==> src/sv/whnp_pkg.sv <==
// Shared types and constants for the watch-hit novelty profiler.
// No dependencies; every other file imports this package.
`default_nettype none
package whnp_pkg;

	localparam int CAPTURE_ENTRIES_DEF    = 64;
	localparam int BACKGROUND_ENTRIES_DEF = 256;

	localparam logic [15:0] SHOT_WINDOW_RST   = 16'd60;
	localparam logic [15:0] BG_WINDOW_RST     = 16'd120;
	localparam logic [15:0] BG_INTERVAL_RST   = 16'd400;
	localparam logic [7:0]  MAX_ROUNDS_RST    = 8'd20;

	localparam logic [15:0] CNT_MAX   = 16'hFFFF;
	localparam logic [15:0] TICK_MAX  = 16'hFFFF;
	localparam logic [7:0]  ROUND_MAX = 8'hFF;

	typedef enum logic [1:0] {
		REG_SHOT_WINDOW = 2'd0,
		REG_BG_WINDOW   = 2'd1,
		REG_BG_INTERVAL = 2'd2,
		REG_MAX_ROUNDS  = 2'd3
	} reg_idx_t;

	localparam logic ACT_HIT  = 1'b0;
	localparam logic ACT_TICK = 1'b1;
	localparam logic KIND_NOVEL = 1'b0;
	localparam logic KIND_NONE  = 1'b1;

	typedef struct packed {
		logic        action;
		logic [31:0] hit_address;
		logic        trigger_edge;
		logic        arm_allowed;
	} item_t;

	typedef struct packed {
		logic        result_kind;
		logic [31:0] reader_address;
		logic [15:0] hit_count;
		logic [7:0]  shot_round;
		logic [6:0]  readers_in_sample;
		logic [8:0]  background_size;
		logic        tracer_stopped;
		logic        last;
	} result_t;

	typedef struct packed {
		logic [31:0] addr;
		logic [15:0] cnt;
	} cap_entry_t;

	// controller -> datapath
	typedef struct packed {
		logic latch;
		logic hit_start;
		logic cap_read;
		logic hit_inc;
		logic hit_next;
		logic hit_append;
		logic tick;
		logic bg_start;
		logic bg_read;
		logic bg_hit;
		logic bg_next;
		logic fold;
		logic ci_next;
		logic set_pend;
		logic push;
		logic fin;
	} cmd_t;

	// datapath -> controller
	typedef struct packed {
		logic is_hit;
		logic armed;
		logic closing;
		logic shot;
		logic ci_end;
		logic bj_end;
		logic hit_match;
		logic bg_match;
		logic found;
		logic pend_valid;
		logic out_free;
	} sts_t;

endpackage
`default_nettype wire

==> src/sv/whnp_ctrl.sv <==
// Sequencer for the profiler: hit search, tick update, sample close walk.
// Depends on whnp_pkg.
`default_nettype none
module whnp_ctrl (
	input  wire logic          clk,
	input  wire logic          arst_n,
	input  wire logic          item_valid,
	output logic               item_stall,
	input  whnp_pkg::sts_t     sts,
	output whnp_pkg::cmd_t     cmd
);
	import whnp_pkg::*;

	typedef enum logic [3:0] {
		S_IDLE, S_DEC, S_HRD, S_HCMP, S_CRD, S_BRD, S_BCMP, S_DECIDE, S_PUSH, S_FIN
	} state_t;

	state_t state_q, state_d;

	assign item_stall = (state_q != S_IDLE);

	always_comb begin
		cmd     = '0;
		state_d = state_q;
		unique case (state_q)
			S_IDLE: begin
				if (item_valid) begin
					cmd.latch = 1'b1;
					state_d   = S_DEC;
				end
			end
			S_DEC: begin
				if (sts.is_hit) begin
					if (sts.armed) begin
						cmd.hit_start = 1'b1;
						state_d       = S_HRD;
					end else begin
						state_d = S_IDLE;
					end
				end else begin
					cmd.tick = 1'b1;
					state_d  = sts.closing ? S_CRD : S_IDLE;
				end
			end
			S_HRD: begin
				if (sts.ci_end) begin
					cmd.hit_append = 1'b1;
					state_d        = S_IDLE;
				end else begin
					cmd.cap_read = 1'b1;
					state_d      = S_HCMP;
				end
			end
			S_HCMP: begin
				if (sts.hit_match) begin
					cmd.hit_inc = 1'b1;
					state_d     = S_IDLE;
				end else begin
					cmd.hit_next = 1'b1;
					state_d      = S_HRD;
				end
			end
			S_CRD: begin
				if (sts.ci_end) begin
					state_d = sts.shot ? S_FIN : S_IDLE;
				end else begin
					cmd.cap_read = 1'b1;
					cmd.bg_start = 1'b1;
					state_d      = S_BRD;
				end
			end
			S_BRD: begin
				if (sts.bj_end) begin
					state_d = S_DECIDE;
				end else begin
					cmd.bg_read = 1'b1;
					state_d     = S_BCMP;
				end
			end
			S_BCMP: begin
				if (sts.bg_match) begin
					cmd.bg_hit = 1'b1;
					state_d    = S_DECIDE;
				end else begin
					cmd.bg_next = 1'b1;
					state_d     = S_BRD;
				end
			end
			S_DECIDE: begin
				if (!sts.shot) begin
					cmd.fold    = 1'b1;
					cmd.ci_next = 1'b1;
					state_d     = S_CRD;
				end else if (sts.found) begin
					cmd.ci_next = 1'b1;
					state_d     = S_CRD;
				end else if (sts.pend_valid) begin
					state_d = S_PUSH;
				end else begin
					cmd.set_pend = 1'b1;
					cmd.ci_next  = 1'b1;
					state_d      = S_CRD;
				end
			end
			S_PUSH: begin
				if (sts.out_free) begin
					cmd.push    = 1'b1;
					cmd.ci_next = 1'b1;
					state_d     = S_CRD;
				end
			end
			S_FIN: begin
				if (sts.out_free) begin
					cmd.fin = 1'b1;
					state_d = S_IDLE;
				end
			end
			default: state_d = S_IDLE;
		endcase
	end

	always_ff @(posedge clk or negedge arst_n) begin
		if (!arst_n) begin
			state_q <= S_IDLE;
		end else begin
			state_q <= state_d;
		end
	end

endmodule
`default_nettype wire

==> config.mk <==
export PLATFORM = sky130hd
export DESIGN_NAME = whnp_ctrl
export DESIGN_NICKNAME = d
export VERILOG_FILES = /design/src/sv/whnp_pkg.sv /design/src/sv/whnp_ctrl.sv
export SDC_FILE = /design/constraint.sdc
export NUM_CORES = 1
export LEC_CHECK = 0
export ABC_CLOCK_PERIOD_IN_PS = 1630
export BUFFER_PORTS_ARGS = -buffer_cell sky130_fd_sc_hd__buf_4
export CAP_MARGIN = 20
export CORE_MARGIN = 5
export CORE_UTILIZATION = 30
export CTS_BUF_LIST = sky130_fd_sc_hd__clkbuf_8
export DETAILED_ROUTE_END_ITERATION = 6
export GPL_TIMING_DRIVEN = 0
export MAX_ROUTING_LAYER = met4
export PLACE_DENSITY = 0.68
export SLEW_MARGIN = 30
export SYNTH_ARGS = -nofsm -noshare
export SYNTH_HDL_FRONTEND = slang
export SYNTH_SLANG_ARGS = --single-unit
==> constraint.sdc <==
create_clock -name clk -period 1.63 [get_ports clk]
set_input_delay 0.0815 -clock clk [delete_from_list [all_inputs] [get_ports clk]]
set_output_delay 0.0815 -clock clk [all_outputs]
set_load 0.01 [all_outputs]
# After elaboration in Yosys (flattened, before gate mapping)
# Cells that the tools add are included.
# W data, S select, Z words.
# totals
in_bits	14
output_inout_bits	17
reg_bits	4
elab_cells	65
# classes
n_mux	48
reduce_logical	4
n_eq_ne	12
# op_table
operator	n
$pmux W4 S10	1
$mux W4	8
$mux W1	29
$eq A4 B3 Y1 const B	4
$mux W2	7
$eq A4 B2 Y1 const B	2
$eq A4 B4 Y1 const B	2
$mux W3	2
$ne A2 B2 Y1 const B	3
$eq A4 B1 Y1 const B	1
$logic_not A4 Y1	1
$reduce_bool A4 Y1	1
$reduce_and A3 Y1	1
$pmux W1 S2	1
$reduce_or A2 Y1	1

# Logic depth before layout (Yosys ltp)
# depth
ltp_word	4
mapped_depth	6

# Least setup slack after synthesis
# OpenSTA, ideal clock, no wires.
# synth_timing
kind	register to register
startpoint	register state_q[2]
endpoint	register state_q[1]
stages_incl_launch_ff	4
n_path_buf	0
slack_ps	256
period_less_slack_ps	1374
arrival_ps	1236
setup_ps	139
required_ps	1491
path_cell_list	dfrtp_1 -> nor2b_1 -> and4b_4 -> or4_1
# synth_between
elab_chain_len	3
# synth_rtl
element	line_no	rtl
start, declared	whnp_ctrl.sv:18	state_t state_q, state_d;
start signal, assigned	whnp_ctrl.sv:126	state_q <= state_d;
$eq A4 B4 Y1 / $logic_not A4 Y1 (equally long branches)	whnp_ctrl.sv:25	unique case (state_q)
$ne A2 B2 Y1 (no source line)	n/a	
$reduce_and A3 Y1 (no source line)	n/a	
# Parallel ways exist; a longest one is shown, timed or not.
# A chain may end at the register's enable or synchronous reset.

==> results.md <==
* Die area at 2530 um^2
* Commonest cells in the netlist: 8 x nor2_1, 6 x nand2_1, 5 x nor2b_1
* GP Congestion at 0.873
* DIE HEIGHT at 50.3 um
* Biggest regs: state_q (4)
* Clock share of power at 0.187
* Worst-path cell chain: buf_6, nand4b_1, nor3b_2, nor2b_2, buf_4
* Post-Synth XOR/XNOR Area at 0.0180
* Register area share after synthesis at 0.206
* Final Cycle Share at 0.960
* DP HPWL at 1.18 mm
* Max-cap check violation count at 0
* Switching share of power at 0.427
* Top_reg_cell synth: dfrtp_1
* CTS Sinks at 4
* Status: complete, no violations
* Worst skew pair latency at 0.22 ns
* DR vias/cell at 5.23
* Max Freq at 639 MHz
* CORE AREA at 1520 um^2
* Worst-margin pin slew at 0.345 ns
* Final #Nets at 118
* CTS tree: yes
* Unrepaired setup endpoints after global routing: false
* Area grow syn2layout at 66.8%
* H-Tree Depth at 1
* Startpoint types: flip-flop
* Leakage power at 0.000409 uW
* Gr usage total at 0.126
* Final ANT Viol Nets at 0
* Most flops, register: state_q
* First-pass GRT wire length at 2.46 mm
* Synth warn at 0
* Layout cells sized above 1 at 0.441
* Crit Path Max Fanout at 7
* Final slew viol count at 0
* CP max-delay cell: dfrtp_1
* Final hold violations at 0
* CTS clk-pin slew, worst paths at 0.03 ns
* Remaining DRCs at 0
* CP Data Arrival Time at 1.48 ns
* Largest net degree at the start of global routing at 11
* IO Count at 31
* Post-synth EDFFs at 0
* P_sw at 482 uW
* WP buf/inv at 2
* Hold Slack at 0.106 ns
* Mapped cell area at 487 um^2
* CTS root buf: clkbuf_8
* Hold Path Class: in2reg
* Max incr delay on CP at 0.39 ns
* Async set-reset flop share out of synthesis at 1.00
* Critical path's top delay family: simple AND/OR/NAND/NOR gates
* FILL cells at 151
* Multiplexer share of the synthesized area at 0.0206
* Drt wl/cell at 13.4 um
* Min Tclk post-route at 1.56 ns
* GR Overflow Total at 0
* Bufs on Longest Clock Path at 2
* 1st-iter DRT viols at 18
* Most common cell in the netlist: nor2_1
* VDD IR-drop max at 0.000813 V
* Post-synthesis compound-gate area fraction at 0.152
* TritonCTS Buffers at 3
* Largest family of logic cells by synthesized area: simple AND/OR/NAND/NOR gates
* Seq pwr share at 0.157
* Number of diodes at 0
* Synth Area in Adders at 0
* Vias in the first global route at 559
* Distinct cells, synth at 36
* Synth top area cells: dfrtp_1 21%, nor2b_1 6.4%, nor2_1 6.2%, nand2_1 4.6%, buf_2 4.1%
* Synthesized Nets at 80
* Internal at 647 uW
* Routed WL at 1.58 mm
* Site Rows at 14
* Simple-Gate Fraction of Synth Area at 0.524
* Setup TNS at 0 ns
* Largest area contributor in the netlist: dfrtp_1
* Largest register FFs at 4
* Pre-Repair DR Iteration Count at 4
* Initial core utilization at 0.319
* Crit path kind: reg2out
* Worst EP required at 1.55 ns
* PD cells at 1390 nW/um^2
* Relative slew slack at 0.769
* Buffers on Ports at 30
* Worst Skew at 0.00225 ns
* Initial antenna violation count at 0
* Comb power frac at 0.656
* Die width at 50.3 um
* Setup-failing EPs final at 0
* Type of destination of the critical path: output pin
* Post-synthesis cell count at 66
* Vias at 617
* Synth top area share at 0.206
* Synth Area per Inst at 7.37 um^2
* Register bit total from synthesis at 4
-- layout make-up --
type                    count  area (um^2)  area share
plain buffers               5         33.8      0.0416
clock buffers               3         41.3      0.0508
inverters                   3         11.3      0.0139
multi-input cells          54          355       0.438
flip-flops and latches      4          100       0.123
well taps                  16         20.0      0.0247
repair buffers             33          250       0.308
-- logic make-up after synthesis --
group | Yosys count
compound gates | 11
xor+xnor | 1
buf+inv | 8
flops | 4
mux | 1
simple gates | 41
-- worst reg2reg max path, stage by stage (launching register included) --
cell and delay [ns]:
dfrtp_1 0.40, nor2b_1 0.19, and4b_4 0.21, or4_1 0.51
-- power by group through the flow --
stage          registers (uW)  clock network, uW  logic, uW
2_1_floorplan             166                  0        475
3_3_place_gp              177                  0        721
3_5_place_dp              177                  0        719
4_1_cts                   176                214        728
5_1_grt                   186                212        809
6_report                  177                211        740
-- path summary, 6_finish.rpt --
| check | start | endpoint | slack [ns] | cells after the start |
|---|---|---|---|---|
| max | state_q[3] | cmd[2] | 0.07 | 5 |
| min | sts[0] | state_q[0] | 0.11 | 2 |
| max reg2reg | state_q[2] | state_q[1] | 0.19 | 3 |
| min reg2reg | state_q[3] | state_q[3] | 0.80 | 3 |
| max in group asynchronous | arst_n | state_q[0] | 1.34 | 2 |
| min in group asynchronous | arst_n | state_q[2] | 0.19 | 2 |
-- cell usage in the layout, fill, tap and decap left out, types with 3 or more instances in the layout --
| cell type | netlist | layout |
|---|---|---|
| nor2_1 | 8 | 8 |
| inv_1 | 3 | 3 |
| nand3_1 | 3 | 3 |
| nor4_1 | 3 | 3 |
| dfrtp_1 | 4 | 4 |
| nor2b_1 | 5 | 4 |
| buf_2 | 4 | 3 |
| buf_4 | 1 | 33 |
| o21ai_0 | 3 | 3 |
| clkbuf_8 | 0 | 3 |
| nand2_1 | 6 | 6 |
-- metal layers --
layer  global-route usage  vias to the layer above  routed length, um  share of wire
met5                    -                        -                  0              0
met3               0.0148                        4                119          0.075
met4               0.0524                        0                 27          0.017
met2                0.182                       30                672           0.43
met1                0.174                      269                761           0.48
li1                     -                      314                  -              -
-- timing repair --
action	in CTS	in global routing
setup buffers	0	2
hold buffers	1	0
endpoints found under the hold margin	4	0
pin swaps	0	1
endpoints found under the setup margin	1	1
gates resized for setup	1	4
-- metrics by stage --
step / utilization / std cells / power [uW] / cell area, um^2 / setup slack, ns
after detailed placement: 0.480 / 112 / 897 / 732 / 0.209
after global placement: 0.480 / 112 / 898 / 732 / 0.205
final: 0.533 / 118 / 1130 / 812 / 0.0659
after global routing: 0.533 / 118 / 1210 / 812 / 0.00535
after floorplan: - / 66 / 641 / 487 / 0.256
after CTS: 0.517 / 116 / 1120 / 788 / 0.0343
Power figures use the tool's default switching activity.
